## config.mk

```make
export PLATFORM = sky130hd
export DESIGN_NAME = tvyv_div
export DESIGN_NICKNAME = d
export VERILOG_FILES = /design/src/tvyv_pkg.sv /design/src/tvyv_div.sv
export SDC_FILE = /design/constraint.sdc
export NUM_CORES = 2
export LEC_CHECK = 0
export BUFFER_PORTS_ARGS = -buffer_cell sky130_fd_sc_hd__clkbuf_2
export CORE_MARGIN = 2
export CORE_UTILIZATION = 65
export CTS_CLUSTER_DIAMETER = 100
export DETAILED_ROUTE_END_ITERATION = 16
export GPL_ROUTABILITY_DRIVEN = 0
export PLACE_DENSITY = 0.81
export SYNTH_ARGS = -nofsm -noshare
export SYNTH_HDL_FRONTEND = slang
export SYNTH_MEMORY_MAX_BITS = 65536
export SYNTH_SLANG_ARGS = --single-unit
```

## constraint.sdc

```tcl
create_clock -name clk -period 5.6 [get_ports clk]
set_input_delay 1.12 -clock clk [delete_from_list [all_inputs] [get_ports clk]]
set_output_delay 1.12 -clock clk [all_outputs]
set_load 0.03 [all_outputs]
```

## src/tvyv_pkg.sv

```systemverilog
// ----------------------------------------------------------------------------
// tvyv_pkg: shared types, constants and table builders
// Constants for the time-varying yield viscosity datapath. The log2 and exp2
// interpolation tables are generated by constant functions at elaboration.
// ----------------------------------------------------------------------------
package tvyv_pkg;

  localparam int LUT_BITS_DEF = 8;
  localparam int FB = 30;
  localparam logic [22:0] LOG2E_Q22 = 23'd6051102;
  localparam logic [31:0] VSMALL = 32'd1;
  localparam logic [31:0] ALL32 = 32'hFFFF_FFFF;

  localparam logic [2:0] REG_CONSISTENCY = 3'd0;
  localparam logic [2:0] REG_FLOW_INDEX  = 3'd1;
  localparam logic [2:0] REG_YIELD       = 3'd2;
  localparam logic [2:0] REG_CEILING     = 3'd3;
  localparam logic [2:0] REG_TIME_GROWTH = 3'd4;

  typedef struct packed {
    logic [4:0]  msb;
    logic [29:0] frac;
  } tvyv_norm_t;

  // leading one position and Q.30 mantissa fraction of a nonzero code
  function automatic tvyv_norm_t tvyv_norm(input logic [31:0] x);
    tvyv_norm_t res;
    logic [4:0]  m;
    logic [31:0] y;
    m = 5'd0;
    for (int k = 0; k < 32; k++) begin
      if (x[k]) m = k[4:0];
    end
    if (m == 5'd31) y = x >> 1;
    else y = x << (5'd30 - m);
    res.msb = m;
    res.frac = y[29:0];
    return res;
  endfunction

  function automatic logic [63:0] tvyv_isqrt(input logic [63:0] v);
    logic [63:0] r;
    logic [63:0] b;
    logic [63:0] vv;
    r = 64'd0;
    b = 64'd1 << 62;
    vv = v;
    for (int k = 0; k < 32; k++) begin
      if (b > vv) b = b >> 2;
    end
    for (int k = 0; k < 32; k++) begin
      if (b != 64'd0) begin
        if (vv >= r + b) begin
          vv = vv - (r + b);
          r = (r >> 1) + b;
        end else begin
          r = r >> 1;
        end
        b = b >> 2;
      end
    end
    return r;
  endfunction

  function automatic logic [31:0] tvyv_log_entry(input int i, input int lb);
    logic [63:0] y;
    logic [63:0] v;
    int ish;
    ish = FB - lb;
    v = 64'd0;
    y = (64'd1 << FB) + (64'(i) << ish);
    if (i == (1 << lb)) return 32'd1 << FB;
    for (int b = FB - 1; b >= 0; b--) begin
      y = (y * y) >> FB;
      if (y >= (64'd2 << FB)) begin
        v = v | (64'd1 << b);
        y = y >> 1;
      end
    end
    return v[31:0];
  endfunction

  function automatic logic [31:0] tvyv_exp_entry(input int i, input int lb);
    logic [63:0] r;
    logic [63:0] cur;
    r = 64'd1 << FB;
    cur = tvyv_isqrt(64'd2 << 60);
    if (i == (1 << lb)) return 32'd2 << FB;
    for (int b = 0; b < lb; b++) begin
      if (b > 0) cur = tvyv_isqrt(cur << FB);
      if (((i >> (lb - 1 - b)) & 1) != 0)
        r = (r * cur + (64'd1 << (FB - 1))) >> FB;
    end
    return r[31:0];
  endfunction

endpackage

```

## src/tvyv_div.sv

```systemverilog
// ----------------------------------------------------------------------------
// tvyv_div: pipelined restoring divider
// Computes (num << 16) / den in 33 stages: an input stage that flags overflow,
// then one quotient bit per stage. Quotients of 2^32 and above are flagged as saturated.
// ----------------------------------------------------------------------------
module tvyv_div (
  input  logic        clk,
  input  logic        rst_n,
  input  logic        en,
  input  logic        in_v,
  input  logic [32:0] num,
  input  logic [31:0] den,
  input  logic        sat_in,
  output logic        out_v,
  output logic [31:0] q,
  output logic        sat
);
  import tvyv_pkg::*;

  localparam int NS = 32;

  logic        v_r   [NS+1];
  logic [31:0] rem_r [NS+1];
  logic [31:0] bits_r[NS+1];
  logic [31:0] q_r   [NS+1];
  logic [31:0] den_r [NS+1];
  logic        sat_r [NS+1];

  logic ovf;
  assign ovf = ({15'd0, num[32:16]} >= den);

  always_ff @(posedge clk) begin
    if (!rst_n) begin
      v_r[0] <= 1'b0;
    end else if (en) begin
      v_r[0] <= in_v;
    end
    if (en) begin
      rem_r[0]  <= ovf ? 32'd0 : {15'd0, num[32:16]};
      bits_r[0] <= {num[15:0], 16'd0};
      q_r[0]    <= 32'd0;
      den_r[0]  <= den;
      sat_r[0]  <= sat_in | ovf;
    end
  end

  for (genvar s = 0; s < NS; s++) begin : g_stage
    logic [32:0] trial;
    logic        ge;
    logic [32:0] diff;
    assign trial = {rem_r[s], bits_r[s][31]};
    assign ge    = trial >= {1'b0, den_r[s]};
    assign diff  = trial - {1'b0, den_r[s]};

    always_ff @(posedge clk) begin
      if (!rst_n) begin
        v_r[s+1] <= 1'b0;
      end else if (en) begin
        v_r[s+1] <= v_r[s];
      end
      if (en) begin
        rem_r[s+1]  <= ge ? diff[31:0] : trial[31:0];
        bits_r[s+1] <= {bits_r[s][30:0], 1'b0};
        q_r[s+1]    <= {q_r[s][30:0], ge};
        den_r[s+1]  <= den_r[s];
        sat_r[s+1]  <= sat_r[s];
      end
    end
  end

  assign out_v = v_r[NS];
  assign q     = sat_r[NS] ? ALL32 : q_r[NS];
  assign sat   = sat_r[NS];

endmodule
```

==> flow_results.xml <==
<?xml version="1.0" encoding="UTF-8"?>
<metrics>
  <group name="drt">
    <metric name="pre_repair_dr_iteration_count" unit="">11</metric>
    <metric name="drt.antenna.violating_nets" unit="">0</metric>
    <metric name="route.detailed.vias_per_inst" unit="">6.290</metric>
    <metric name="routedWlPerCell" unit="µm">21.46</metric>
    <metric name="vias" unit="">99160</metric>
    <metric name="first_iter_violations" unit="">10125</metric>
    <metric name="drc" unit="">0</metric>
    <metric name="detail_route.wirelength" unit="µm">338300</metric>
  </group>
  <group name="outcome">
    <metric name="run_status" unit="">finished clean</metric>
  </group>
  <group name="setup_path">
    <metric name="critical_path_arrival" unit="ns">5.56</metric>
    <metric name="timing.critical_path.from_type" unit="">register</metric>
    <metric name="crit_path_max_fanout" unit="">33</metric>
    <metric name="critical_path_buf_inv_count" unit="">0</metric>
    <metric name="critical_path_depth" unit="">12</metric>
    <metric name="criticalPathCategory" unit="">register to register</metric>
    <metric name="crit_chain" unit="">ha_1, nand2_1, o21ai_1, a221oi_1, a21oi_1, a311oi_2, o31a_1, o211a_1, o21bai_1, a21oi_2, a31oi_4, mux2_2</metric>
    <metric name="required" unit="ns">6.31</metric>
    <metric name="max_stage_delay" unit="ns">1.02</metric>
    <metric name="worst_path_max_delay_cell" unit="">a31oi_4</metric>
    <metric name="cp-end-kind" unit="">register</metric>
    <metric name="timing.critical_path.max_delay_family" unit="">compound AO/OA/AOI/OAI gates</metric>
    <metric name="r2r_cells" unit="">12</metric>
  </group>
  <group name="layout">
    <metric name="layout-drive-gt1-share" unit="">0.09525</metric>
    <metric name="post_layout_nonfiller_instances" unit="">15764</metric>
    <metric name="final_common_cell" unit="">edfxtp_1</metric>
    <metric name="area_growth_syn_to_layout" unit="%">9.546</metric>
    <metric name="finish.net_count" unit="">13674</metric>
    <metric name="final_design_area_no_fill" unit="mm²">0.1610</metric>
    <metric name="mostFrequentLayoutCells" unit="">2762 x edfxtp_1, 1256 x inv_1, 1026 x ha_1</metric>
    <metric name="final.fill_count" unit="">14499</metric>
  </group>
  <group name="logic_synthesis">
    <metric name="postSynth.topFlopCell" unit="">edfxtp_1</metric>
    <metric name="postSynthRegisterBits" unit="">2763</metric>
    <metric name="yosys_warnings" unit="">0</metric>
    <metric name="postSynth.asyncResetShare" unit="">0</metric>
    <metric name="post_synth_instance_area" unit="mm²">0.1470</metric>
    <metric name="post_synth_num_cell_types" unit="">98</metric>
    <metric name="ys_seq_area_frac" unit="">0.5645</metric>
    <metric name="post_synthesis_average_cell_area" unit="µm²">11.95</metric>
    <metric name="netlist_instances" unit="">12303</metric>
    <metric name="number_of_synthesized_flops_with_an_enable_pin" unit="">2762</metric>
    <metric name="synthesis.nets" unit="">13430</metric>
  </group>
  <group name="global_route">
    <metric name="grt_util_all_layers" unit="">0.2910</metric>
    <metric name="grt_remaining_overflow" unit="">0</metric>
    <metric name="grt_start_max_net_pins" unit="">168</metric>
    <metric name="number_of_antenna_violations_at_the_first_check_in_global_routing" unit="">8</metric>
    <metric name="first_pass_grt_wire_length" unit="µm">528900</metric>
    <metric name="first_global_vias" unit="">98620</metric>
  </group>
  <group name="cts">
    <metric name="cts_inserted_buffers" unit="">304</metric>
    <metric name="clockRootBuffer" unit="">clkbuf_16</metric>
    <metric name="cts_htree_levels" unit="">5</metric>
    <metric name="clockBufferDepth" unit="">4</metric>
    <metric name="worst_skew_pair.late_latency" unit="ns">0.98</metric>
    <metric name="postCtsSetupBuffers" unit="">0</metric>
    <metric name="cts_tree" unit="">built</metric>
    <metric name="post_cts_resized" unit="">0</metric>
    <metric name="cts_hold_repair.buffers" unit="">0</metric>
    <metric name="cts.reportedPaths.clkPinSlew" unit="ns">0.06</metric>
    <metric name="number_of_sinks_on_the_clock_net" unit="">2763</metric>
  </group>
  <group name="power_and_ir_drop">
    <metric name="power.static_leakage" unit="nW">65.20</metric>
    <metric name="powerDensity" unit="mW/mm²">581.3</metric>
    <metric name="worst_ir_drop_vdd" unit="mV">0.4459</metric>
  </group>
  <group name="floorplanning">
    <metric name="core.rowCount" unit="">174</metric>
    <metric name="die-area" unit="mm²">0.2299</metric>
    <metric name="fp.dieW" unit="µm">479.5</metric>
    <metric name="die_h" unit="µm">479.5</metric>
    <metric name="pin_count" unit="">104</metric>
    <metric name="core_region_area" unit="mm²">0.2249</metric>
    <metric name="initial_core_util" unit="">0.6535</metric>
  </group>
  <group name="sta">
    <metric name="post-route-min-period" unit="ns">4.844</metric>
    <metric name="number_of_max_slew_violations_in_the_final_report" unit="">0</metric>
    <metric name="max_freq" unit="MHz">206.4</metric>
    <metric name="setup_violations" unit="">0</metric>
    <metric name="max_slew_headroom_at_the_worst_pin" unit="">0.1074</metric>
    <metric name="fin_crit_sh" unit="">0.8650</metric>
    <metric name="fin_skew" unit="ns">0.06949</metric>
    <metric name="timing_worst_slew_pin_value" unit="ns">1.339</metric>
    <metric name="grt_setup_unrepaired" unit="">false</metric>
    <metric name="hold_violations" unit="">0</metric>
    <metric name="total_neg_setup_slack" unit="ns">0</metric>
  </group>
  <group name="place">
    <metric name="placedInstanceArea" unit="mm²">0.1513</metric>
    <metric name="port_buffers" unit="">103</metric>
    <metric name="detailed_place_hpwl" unit="µm">246500</metric>
    <metric name="placed_cells" unit="">15232</metric>
  </group>
  <group name="hold_path">
    <metric name="whs_path_depth" unit="">1</metric>
    <metric name="worstHoldPathType" unit="">primary input to register</metric>
  </group>
  <group name="flow_run">
    <metric name="drv_cap" unit="">0</metric>
  </group>
</metrics>
## path summary, 6_finish.rpt
path                                     from       endpoint  slack (ns)
worst min-delay path                   num[5]  bits_r[0][20]        0.31
worst max register to register  rem_r[0][449]  rem_r[0][498]        0.76
worst max-delay path            rem_r[0][449]  rem_r[0][498]        0.76
worst min register to register    q_r[22][11]    q_r[23][12]        0.37
## sequential cells by signal (all words and copies together), names as in the netlist
signal  cells
rem_r    1009
v_r        33
sat_r      33
q_r       528
bits_r    136
den_r    1024
## cells in the mapped netlist (63+ instances only)
cell type / instances / area share
and3_1: 90 / 0.0038
ha_1: 1026 / 0.087
edfxtp_1: 2762 / 0.56
nand2b_1: 155 / 0.0066
o21bai_1: 105 / 0.0054
mux2_2: 457 / 0.035
nand4_1: 141 / 0.0060
clkbuf_1: 167 / 0.0043
a211oi_1: 76 / 0.0039
xor2_1: 296 / 0.018
xnor2_1: 510 / 0.030
nor3_1: 130 / 0.0044
o21a_1: 164 / 0.0084
nor2_1: 667 / 0.017
or2_2: 65 / 0.0028
nand2_1: 749 / 0.019
inv_1: 1256 / 0.032
a31oi_1: 90 / 0.0038
a21o_1: 437 / 0.022
o21ai_0: 710 / 0.024
nand3_1: 203 / 0.0069
a21oi_1: 922 / 0.031
nor2b_1: 165 / 0.0070
o31ai_1: 63 / 0.0032
## metrics by stage
step                      hold WS [ns]  utilization  power [mW]  worst slack (ns)
after floorplan                 0.4003            -       62.52             1.953
after global placement          0.4003       0.6727       70.84             1.029
after detailed placement        0.4045       0.6727       72.74            0.9179
after CTS                       0.2550       0.7158       92.88            0.8556
after global routing            0.2558       0.7159       98.82            0.5482
final                           0.3104       0.7159       93.58            0.7561
## cells by family (layout without fill, tap and decap cells)
| kind of cell | count (synthesis) | in the layout | share of synthesized area |
|---|---|---|---|
| flops | 2763 | 2763 | 0.5645 |
| xor+xnor | 806 | 806 | 0.04803 |
| simple gates | 2622 | 2622 | 0.08594 |
| other cells | 0 | 5 | 0 |
| compound gates | 3014 | 3014 | 0.1296 |
| fa+ha+maj | 1057 | 1057 | 0.09157 |
| buf+inv | 1496 | 1960 | 0.03897 |
| mux | 545 | 545 | 0.04143 |
## cell type report
class	instances	area, µm²	area share
diodes	5	12.51	0.00007771
repair buffers	178	1399	0.008688
clock buffers	355	7948	0.04936
inverters	1256	4715	0.02928
clock inverters	171	1748	0.01086
flip-flops and latches	2763	82960	0.5153
well taps	2992	3744	0.02325
multi-input cells	8044	58480	0.3632
## layer usage
layer	track usage	vias up	part of all wire
met5	0	-	0.00011
met4	0.1656	6	0.063
met3	0.04989	1308	0.074
met2	0.5051	4740	0.50
met1	0.3421	47346	0.37
li1	-	45760	-
## power by group
| group | switching (mW) | leakage [nW] | internal, mW |
|---|---|---|---|
| Sequential | 3.42 | 27.1 | 30.0 |
| Clock | 7.95 | 4.72 | 11.7 |
| Combinational | 22.9 | 33.4 | 17.7 |
| Total | 34.2 | 65.2 | 59.3 |
Note: power is estimated with default switching activity, not from simulation.
